$ cat src/rtl/lcs_pkg.sv
`default_nettype none
// ----------------------------------------------------------------------------
// lcs_pkg
// Types and constants shared by the LCS length engine modules.
// ----------------------------------------------------------------------------
package lcs_pkg;

	localparam int unsigned SYM_W = 8;
	localparam int unsigned LEN_W = 11;

	typedef enum logic [1:0] {
		OP_APPEND_A = 2'd0,
		OP_APPEND_B = 2'd1,
		OP_COMPUTE  = 2'd2,
		OP_NONE     = 2'd3
	} opcode_t;

	typedef struct packed {
		logic [1:0]       opcode;
		logic [SYM_W-1:0] symbol;
	} item_t;

	typedef struct packed {
		logic [LEN_W-1:0] lcs_length;
		logic             overflow;
	} result_t;

	typedef enum logic [2:0] {
		ST_IDLE,
		ST_ROW,
		ST_RD,
		ST_WR,
		ST_DONE
	} state_t;

	// controller to datapath
	typedef struct packed {
		logic load_a;
		logic load_b;
		logic begin_run;
		logic row_init;
		logic step;
		logic next_row;
		logic clear;
	} ctrl_t;

	// datapath to controller
	typedef struct packed {
		logic empty;
		logic last_col;
		logic last_row;
	} stat_t;

endpackage
`default_nettype wire

$ cat src/rtl/lcs_ctrl.sv
`default_nettype none
// ----------------------------------------------------------------------------
// lcs_ctrl
// Sequencer: takes transactions, walks the score table row by row.
// ----------------------------------------------------------------------------
module lcs_ctrl (
	input  wire logic           clk,
	input  wire logic           arst_n,
	input  wire logic           start,
	input  wire logic [1:0]     opcode,
	input  wire lcs_pkg::stat_t stat,
	output lcs_pkg::ctrl_t      ctrl,
	output logic                busy,
	output logic                done
);
	lcs_pkg::state_t state_q, state_d;
	logic            take;

	assign take = start && (state_q == lcs_pkg::ST_IDLE);

	always_ff @(posedge clk or negedge arst_n) begin
		if (!arst_n) state_q <= lcs_pkg::ST_IDLE;
		else state_q <= state_d;
	end

	always_comb begin
		state_d = state_q;
		case (state_q)
			lcs_pkg::ST_IDLE: begin
				if (take && opcode == lcs_pkg::OP_COMPUTE) begin
					state_d = stat.empty ? lcs_pkg::ST_DONE : lcs_pkg::ST_ROW;
				end
			end
			lcs_pkg::ST_ROW: state_d = lcs_pkg::ST_RD;
			lcs_pkg::ST_RD:  state_d = lcs_pkg::ST_WR;
			lcs_pkg::ST_WR: begin
				if (!stat.last_col) state_d = lcs_pkg::ST_RD;
				else if (stat.last_row) state_d = lcs_pkg::ST_DONE;
				else state_d = lcs_pkg::ST_ROW;
			end
			lcs_pkg::ST_DONE: state_d = lcs_pkg::ST_IDLE;
			default: state_d = lcs_pkg::ST_IDLE;
		endcase
	end

	always_comb begin
		ctrl = '0;
		case (state_q)
			lcs_pkg::ST_IDLE: begin
				ctrl.load_a    = take && opcode == lcs_pkg::OP_APPEND_A;
				ctrl.load_b    = take && opcode == lcs_pkg::OP_APPEND_B;
				ctrl.begin_run = take && opcode == lcs_pkg::OP_COMPUTE;
			end
			lcs_pkg::ST_ROW: ctrl.row_init = 1'b1;
			lcs_pkg::ST_WR: begin
				ctrl.step     = 1'b1;
				ctrl.next_row = stat.last_col && !stat.last_row;
			end
			lcs_pkg::ST_DONE: ctrl.clear = 1'b1;
			default: ctrl = '0;
		endcase
	end

	assign busy = (state_q != lcs_pkg::ST_IDLE);
	assign done = (state_q == lcs_pkg::ST_DONE);

endmodule
`default_nettype wire

$ cat config.mk
export PLATFORM = sky130hd
export DESIGN_NAME = lcs_ctrl
export DESIGN_NICKNAME = d
export VERILOG_FILES = /design/src/rtl/lcs_pkg.sv /design/src/rtl/lcs_ctrl.sv
export SDC_FILE = /design/constraint.sdc
export NUM_CORES = 1
export LEC_CHECK = 0
export BUFFER_PORTS_ARGS = -buffer_cell sky130_fd_sc_hd__buf_2
export CAP_MARGIN = 0
export CORE_AREA = 4 4 41 43
export CTS_CLUSTER_DIAMETER = 60
export DETAILED_ROUTE_END_ITERATION = 10
export DIE_AREA = 0 0 45 47
export GPL_TIMING_DRIVEN = 0
export SLEW_MARGIN = 15
export SYNTH_ARGS = -nofsm -noshare
export SYNTH_HDL_FRONTEND = slang
export SYNTH_SLANG_ARGS = --single-unit
export TNS_END_PERCENT = 1
$ cat constraint.sdc
create_clock -name clk -period 4.15 [get_ports clk]
set_input_delay 1.0375 -clock clk [delete_from_list [all_inputs] [get_ports clk]]
set_output_delay 1.0375 -clock clk [all_outputs]
set_load 0.05 [all_outputs]
# After elaboration in Yosys (flattened, before gate mapping)
# Index checks and enable logic that the tools add are counted.
# word_totals
ff_bits	3
inputBits	8
out_inout_bits	9
word_cells	26
# op_classes
n_eq_ne	7
mux	9
reduce_logical	9
# op_table
operator	n
3-bit 2-to-1 mux	5
3-bit one-hot mux with 4 select lines	1
3-bit by 2-bit equality test with 1-bit output (second input constant)	2
1-bit logical AND	5
3-bit by 1-bit equality test with 1-bit output (second input constant)	1
3-bit equality test (second input constant)	1
3-bit zero test	1
3-bit nonzero test	1
2-bit by 1-bit equality test with 1-bit output (second input constant)	1
2-bit equality test (second input constant)	1
2-bit zero test	1
1-bit 2-to-1 mux	2
2-bit 2-to-1 mux	1
2-bit by 1-bit != test with 1-bit output (second input constant)	1
1-bit zero test	1

# Longest topological paths before layout
# Gate-level depths: netlist of the first run.
# logic_depth
word_depth	5
ltp_mapped	3
depth_no_buf	3

# Worst setup path after synthesis of the first run
# No wires, ideal clock.
# synth_path
path_type	input to output
start	input port start
end	output port ctrl[5] in the netlist's numbering
arrival_ps	2706
required_time_ps	3113
path_slack_ps	407
path_stages	2
path_buffers	0
cell_sequence	or4b_4 -> nor3b_1
# synth_rtl
item	line	text
start, declared	lcs_ctrl.sv:9	input wire logic start,
end, declared	lcs_ctrl.sv:12	output lcs_pkg::ctrl_t ctrl,

==> out/results.ini, run 1 <==
[run_status]
status = completed

[logic_synthesis]
synth_top_area_cell = dfrtp_1
synth-edff-count = 0
synth_top_area_frac = 0.333
syn_avg_cell_area_um2 = 10.2
yosysMostFrequentCell = nor3b_1
syn_inst = 22
synth_compound_area_frac = 0.172
synthAdderAreaFrac = 0
synth-async-reset-ratio = 1.00
ys_warn_count = 0
seq_area_frac_synth = 0.333
yosys.area_share.simple = 0.444
synth_top_family_by_area = simple AND/OR/NAND/NOR gates
synth-main-ff-cell = dfrtp_1
syn-cell-area_um2 = 225
synthMuxAreaShare = 0
ys_top_cells_by_count = nor3b_1, dfrtp_1
synth_area_leaders = dfrtp_1, nor3b_1, nor2b_4, or4b_4, a32o_2
synth_nets = 30
yosys_register_bits = 3
synthXorXnorAreaFrac = 0
synth.distinct_cells = 17

[timing]
setup_viol = 0
clock.fmax_ghz = 0.320
tightest_slew_ns = 0.242
setup_tns_ns = 0
rsz0062_at_grt = no
finalCriticalPeriod_ns = 3.13
final_hold_viol_count = 0
final_max_slew_viol_count = 0
maxSlewHeadroom = 0.836
finalCritPeriodShare = 0.754
fin_worst_skew_ns = 0.00116

[grt]
grt_antenna_before_repair = 0
grtUsageTotal = 0.0721
grt-ovfl-total = 0
grt_max_degree = 10
grt_pass1_vias = 257
grt_pass1_wl_um = 1060

[worst_setup_path]
critPathMaxFanout = 3
rr_worst_depth = 3
ff2ff_setup_slack_ns = 2.80
rr_startpoint = state_q[2]
end_kind = output pin
startpoint = start
worst_ep_required_time_ns = 3.11
worstReg2RegEnd = state_q[2]
critPathLaunchType = input pin
cp.arrival_ns = 2.09
crit_type = in2out

[layout]
largest_register = state_q
drive_gt1_frac = 0.595
antennaDiodeCount = 0
syn_to_final_growth_pct = 55.6
final_cells = 57
multi_input_area_um2 = 139
largest_register_ff_count = 3
reg.largest.list = state_q: 3 flops
register_area_um2 = 75.1
nFillCells = 153
fin_util = 0.269
nets = 51

[cts]
postCtsHoldBufs = 0
cts-buffers-inserted = 3
cts_tree = built
htreeDepth = 1
cts_buffer_depth = 2
insertion_delay_ns = 0.23
cts_resized = 0
ctsRootBufferMaster = clkbuf_4
clkTransAtPathRegs_ns = 0.04
cts_setup_buffers = 0
clock_sinks = 3

[floorplanning]
die_w_um = 45
core_area_um2 = 1300
start_util = 0.173
ioPinCount = 17
die_area_um2 = 2120
num_rows = 13
die_y_um = 47

[detailed_routing]
wl_per_cell_um = 10.7
totalWireLength_um = 609
via_per_inst = 4.25
drt_pass1_iterations = 2
drc = 0
drt_iter0_drc = 3
postRouteAntennaNets = 0
vias = 242

[place]
gp_congestion = 0.762
hpwl_um = 461
place_inst = 53
portBuffers = 16

[job]
maxCapViolCount = 0

[min_path]
hold_class = in2async

[power_and_ir_drop]
powerDensity_nw_per_um2 = 723
ir_drop_mv = 0.221
cellLeakagePower_nw = 0.176

-- worst max-delay path by stage --
| stage | endpoint | cells past startpoint | slack [ns] |
|---|---|---|---|
| final | ctrl[5] | 4 | 1.02 |
| after global routing | ctrl[5] | 4 | 0.99 |
| after CTS | ctrl[5] | 4 | 1.02 |
| after detailed placement | ctrl[5] | 4 | 1.03 |
| after global placement | ctrl[5] | 4 | 1.03 |
| after floorplan | ctrl[5] | 2 | 0.41 |
-- area by class of cell --
cell class	count	share of cell area
multi-input combinational	17	0.396
timing repair buffer	16	0.229
sequential	3	0.214
clock buffer	4	0.0750
tap	15	0.0536
buffer	1	0.0214
inverter	1	0.0107
-- per-stage QoR --
stage	hold slack, ns	area (µm²)	setup slack, ns	total power [mW]
global route	0.594	350	0.992	0.273
finish	0.588	350	1.02	0.253
floorplan	0.519	225	0.407	0.171
CTS	0.580	350	1.02	0.257
detailed placement	0.581	324	1.03	0.202
global placement	0.559	324	1.03	0.201
-- kinds of logic (layout without fill, tap and decap cells) --
family,count (synthesis),in the layout
AND/OR/NAND/NOR,12,12
flip-flops,3,3
buffers and inverters,2,22
AO/OA/AOI/OAI,5,5
-- report_power, final --
| group | switching (mW) | internal (mW) |
|---|---|---|
| sequential | 0.0220 | 0.0409 |
| clock | 0.0155 | 0.0361 |
| combinational | 0.0918 | 0.0469 |
-- worst max-delay path, cell delays in order --
cell     delay [ns]
buf_2          0.08
or4b_4         0.49
nor3b_1        0.19
buf_2          0.28
-- layout by cell type (no fill, tap or decap), types with 3 or more instances in the layout --
master / instances
buf_2: 16
nor3b_1: 4
clkbuf_4: 3
dfrtp_1: 3
-- per-layer routing --
layer  GRT usage  up-vias  share of wire  wire [µm]
met2      0.0932       15           0.42        253
met4      0.0877        0          0.028         17
met5           0        -              0          0
met3     0.00766        2          0.097         59
met1      0.0938      103           0.46        278
li1            -      122              -          -
Note: power is estimated with default switching activity, not from simulation.
==> run 2: changes to the inputs <==
--- a/config.mk
+++ b/config.mk
@@ -5,6 +5,7 @@
 export SDC_FILE = /design/constraint.sdc
 export NUM_CORES = 1
 export LEC_CHECK = 0
+export ABC_AREA = 1
 export BUFFER_PORTS_ARGS = -buffer_cell sky130_fd_sc_hd__buf_2
 export CAP_MARGIN = 0
 export CORE_AREA = 4 4 41 43
==> constraint.sdc (replaced) <==
create_clock -name clk -period 3.15 [get_ports clk]
set_input_delay 0.7875 -clock clk [delete_from_list [all_inputs] [get_ports clk]]
set_output_delay 0.7875 -clock clk [all_outputs]
set_load 0.05 [all_outputs]
==> out/results.ini, run 2 <==
[grt]
met3_usage = 0.0383
grt_pass1_vias = 263
grt-busiest-layer = met2
grt-ovfl-total = 0
grtUsageTotal = 0.0696
met1_usage = 0.0569
grt_max_degree = 7
grt_antenna_before_repair = 0
grt_pass1_wl_um = 952
use_met2 = 0.107

[timing]
setup_tns_ns = 0
tightest_slew_ns = 0.252
final_hold_viol_count = 0
finalCritPeriodShare = 0.705
hold_ws_ns = 0.342
finalCriticalPeriod_ns = 2.22
final_max_slew_viol_count = 0
rsz0062_at_grt = no
clock.fmax_ghz = 0.451
fin_worst_skew_ns = 0.000619
setup_slack_ns = 0.931
setup_viol = 0
maxSlewHeadroom = 0.833

[floorplanning]
die_area_um2 = 2120
num_rows = 13
core_area_um2 = 1300
die_w_um = 45
start_util = 0.203
die_y_um = 47
ioPinCount = 17

[worst_setup_path]
cp.arrival_ns = 1.43
crit_buf_inv = 3
crit_type = in2out
crit_slowest_cell = buf_2
critPathMaxFanout = 2
cp_slowest_stage_delay_ns = 0.27
critPathLaunchType = input pin
worst_ep_required_time_ns = 2.36
cp_top_family = buffers and inverters
end_kind = output pin
cpMostUsedCell = buf_2
path_cells = buf_2 -> inv_1 -> nand2_1 -> nor2_1 -> buf_2

[logic_synthesis]
synth_nets = 49
syn_inst = 41
ys_top_cells_by_count = inv_1, nand2_1, nand3_1
synth-async-reset-ratio = 1.00
synth_area_leaders = dfrtp_1, inv_1, nand3_1, nand2_1, nor3_2
yosys_register_bits = 3
synth-edff-count = 0
synth-main-ff-cell = dfrtp_1
synth_top_area_frac = 0.284
synth_top_area_cell = dfrtp_1
yosysMostFrequentCell = inv_1
ys_warn_count = 0
seq_area_frac_synth = 0.284
synth.distinct_cells = 14
syn-cell-area_um2 = 264
syn_avg_cell_area_um2 = 6.44

[layout]
antennaDiodeCount = 0
largest_register = state_q
drive_gt1_frac = 0.459
multi_input_area_um2 = 136
reg.largest.list = state_q: 3 flops
register_area_um2 = 75.1
largest_register_ff_count = 3
nFillCells = 161
nets = 70
fin_util = 0.299
syn_to_final_growth_pct = 47.4
final_common_cell = buf_2
mostFrequentLayoutCells = buf_2, inv_1, nand2_1, nand3_1, nor2_1

[power_and_ir_drop]
total_power_mw = 0.404
ir_drop_mv = 0.230
cellLeakagePower_nw = 0.248
powerDensity_nw_per_um2 = 1040

[detailed_routing]
totalWireLength_um = 611
drt_pass1_iterations = 2
via_per_inst = 3.91
wl_per_cell_um = 8.04
vias = 297
drt_iter0_drc = 2
postRouteAntennaNets = 0
drc = 0

[run_status]
status = completed

[cts]
ctsRootBufferMaster = clkbuf_4
clkTransAtPathRegs_ns = 0.04
cts_buffer_depth = 2
cts_tree = built
clock_sinks = 3
insertion_delay_ns = 0.23
cts-buffers-inserted = 3
htreeDepth = 1
cts_setup_buffers = 0
postCtsHoldBufs = 0
cts_resized = 0

[place]
pre_cts_ws_ns = 0.936
hpwl_um = 548
portBuffers = 16
gp_congestion = 0.620

[job]
maxCapViolCount = 0

[min_path]
hold_class = in2async

run 2: changes by cell type after synthesis, moves of 2 or more:
cell	delta
nand3_1	+5
nor3_2	+2
nor3b_1	-4
inv_1	+10
nand2_1	+6
nand2_2	+2
nor2_1	+4
run 2: layout make-up:
class                           instances  area share
Buffer                                  1      0.0193
Sequential cell                         3       0.193
Timing Repair Buffer                   16       0.206
Inverter                               12       0.116
Multi-Input combinational cell         25       0.350
Tap cell                               15      0.0482
Clock buffer                            4      0.0675
run 2: report_power, final:
part	switching, mW	internal (mW)
combinational	0.186	0.0690
clock	0.0195	0.0474
sequential	0.0251	0.0572
run 2: worst register-to-register path: cells and delay by family (launching register included):
kind | cells | cell delay [ns]
flip-flops | 1 | 0.39
buffers and inverters | 2 | 0.14
AND/OR/NAND/NOR | 3 | 0.25
AO/OA/AOI/OAI | 1 | 0.07
run 2: per-layer routing:
layer	vias up	part of all wire
li1	163	-
met1	124	0.37
met2	10	0.53
met3	0	0.11
met4	0	0
met5	-	0
run 2: logic make-up after synthesis:
| kind of cell | Yosys count | share of synthesized area |
|---|---|---|
| compound gates | 2 | 0.0521 |
| buf+inv | 13 | 0.199 |
| simple gates | 23 | 0.464 |
| flops | 3 | 0.284 |
run 2: through the flow:
step,cell area [µm²],cells
floorplan,264,41
global placement,363,72
detailed placement,363,72
CTS,389,76
global route,389,76
finish,389,76
run 2: path summary, 6_finish.rpt:
check	from	to	slack, ns	cells past startpoint
worst max-delay path	opcode[0]	ctrl[4]	0.93	5
worst min-delay path	arst_n	state_q[2]	0.34	1
worst max register to register	state_q[0]	state_q[0]	2.18	6
worst min register to register	state_q[2]	state_q[1]	0.60	1
max in group asynchronous	arst_n	state_q[1]	2.71	1
min in group clk	state_q[2]	state_q[1]	0.60	1
==> run 3: changes to the inputs <==
==> constraint.sdc (replaced) <==
create_clock -name clk -period 2 [get_ports clk]
set_input_delay 0.5 -clock clk [delete_from_list [all_inputs] [get_ports clk]]
set_output_delay 0.5 -clock clk [all_outputs]
set_load 0.05 [all_outputs]
==> out/results.ini, run 3 (synthesis results as in run 2) <==
[run_status]
status = completed

[floorplanning]
die_w_um = 45
start_util = 0.203
core_area_um2 = 1300
die_area_um2 = 2120
num_rows = 13
ioPinCount = 17
die_y_um = 47

[timing]
finalCritPeriodShare = 0.940
final_max_slew_viol_count = 0
rsz0062_at_grt = no
hold_ws_ns = 0.0574
setup_viol = 0
maxSlewHeadroom = 0.833
tightest_slew_ns = 0.253
clock.fmax_ghz = 0.532
final_hold_viol_count = 0
fin_worst_skew_ns = 0.000365
finalCriticalPeriod_ns = 1.88

[detailed_routing]
wl_per_cell_um = 8.12
highest_layer = met3
drc = 0
drt_iter0_drc = 1
vias = 299
wl_met2_um = 335
via_per_inst = 3.93
wl_met1_um = 217
postRouteAntennaNets = 0
route.met3.wl_um = 65
drt_pass1_iterations = 2
totalWireLength_um = 617

[cts]
cts_setup_buffers = 0
clock_sinks = 3
ctsRootBufferMaster = clkbuf_4
cts_buffer_depth = 2
insertion_delay_ns = 0.23
cts_tree = built
htreeDepth = 1
clkTransAtPathRegs_ns = 0.03
cts-buffers-inserted = 3

[layout]
multi_input_area_um2 = 139
nFillCells = 174
drive_gt1_frac = 0.475
fin_util = 0.305
largest_register = state_q
antennaDiodeCount = 0
reg.largest.list = state_q: 3 flops
register_area_um2 = 75.1
syn_to_final_growth_pct = 50.2
final_common_cell = buf_2
nets = 70
largest_register_ff_count = 3
mostFrequentLayoutCells = buf_2, inv_1, nand2_1, nand3_1, clkbuf_4

[grt]
grt_pass1_vias = 271
grtUsageTotal = 0.0703
grt_antenna_before_repair = 0
grt_max_degree = 7
grt-ovfl-total = 0
grt_pass1_wl_um = 959

[power_and_ir_drop]
ir_drop_mv = 0.347
cellLeakagePower_nw = 0.247
powerDensity_nw_per_um2 = 1620
total_power_mw = 0.644

[place]
hpwl_um = 552
gp_congestion = 0.631
portBuffers = 16

[worst_setup_path]
cpMostUsedCell = nand2_2
cp.arrival_ns = 1.38
crit_type = reg2out
worst_ep_required_time_ns = 1.50
end_kind = output pin
crit_slowest_cell = dfrtp_1
cp_top_family = simple AND/OR/NAND/NOR gates
critPathMaxFanout = 4
path_cells = inv_1 -> nand2_2 -> nor2_4 -> nand2_2 -> nor3_2 -> clkbuf_4
critPathLaunchType = flop
crit_buf_inv = 2
cp_slowest_stage_delay_ns = 0.39

[min_path]
hold_class = in2async

[job]
maxCapViolCount = 0

-- run 3: routing by layer --
layer	vias to the layer above	global-route usage
met4	0	0.0877
met3	0	0.0345
met2	10	0.105
met1	127	0.0636
li1	162	-
met5	-	0
-- run 3: layout make-up --
| cell class | instances | area share |
|---|---|---|
| multi-input combinational | 25 | 0.350 |
| timing repair buffer | 16 | 0.215 |
| sequential | 3 | 0.189 |
| inverter | 12 | 0.114 |
| clock buffer | 4 | 0.0662 |
| tap | 15 | 0.0473 |
| buffer | 1 | 0.0189 |
-- run 3: stage by stage --
stage          setup WS, ns  cells  cell area (µm²)  setup TNS (ns)
3_5_place_dp          0.324     72              365               0
4_1_cts              0.0699     76              392               0
6_report              0.120     76              397               0
2_1_floorplan       -0.0441     41              267         -0.0441
3_3_place_gp          0.348     72              365               0
5_1_grt              0.0237     76              397               0
-- run 3: what timing repair did --
action | CTS | global route
endpoints found under the setup margin | 0 | 2
resized for setup | 0 | 2
hold buffers | 0 | 0
-- run 3: worst register-to-register path, stage by stage, from the launching register on --
cell and delay [ns]:
dfrtp_1 0.39, inv_1 0.11, nand2_2 0.09, nor2_4 0.12, o21ai_2 0.07, nand2_1 0.06
inv_1 0.04
-- run 3: path summary, 6_finish.rpt --
| kind | startpoint | end | slack (ns) | depth (start not counted) |
|---|---|---|---|---|
| worst max register to register | state_q[0] | state_q[0] | 1.01 | 6 |
| worst min-delay path | arst_n | state_q[2] | 0.06 | 1 |
| max in group asynchronous | arst_n | state_q[1] | 1.84 | 1 |
| worst max-delay path | state_q[0] | ctrl[5] | 0.12 | 6 |
| min in group clk | state_q[2] | state_q[1] | 0.61 | 1 |
| worst min register to register | state_q[2] | state_q[1] | 0.61 | 1 |
-- run 3: power breakdown --
group	internal [mW]	switching, mW
Clock	0.0746	0.0285
Sequential	0.0902	0.0397
Combinational	0.111	0.300
Total	0.276	0.368
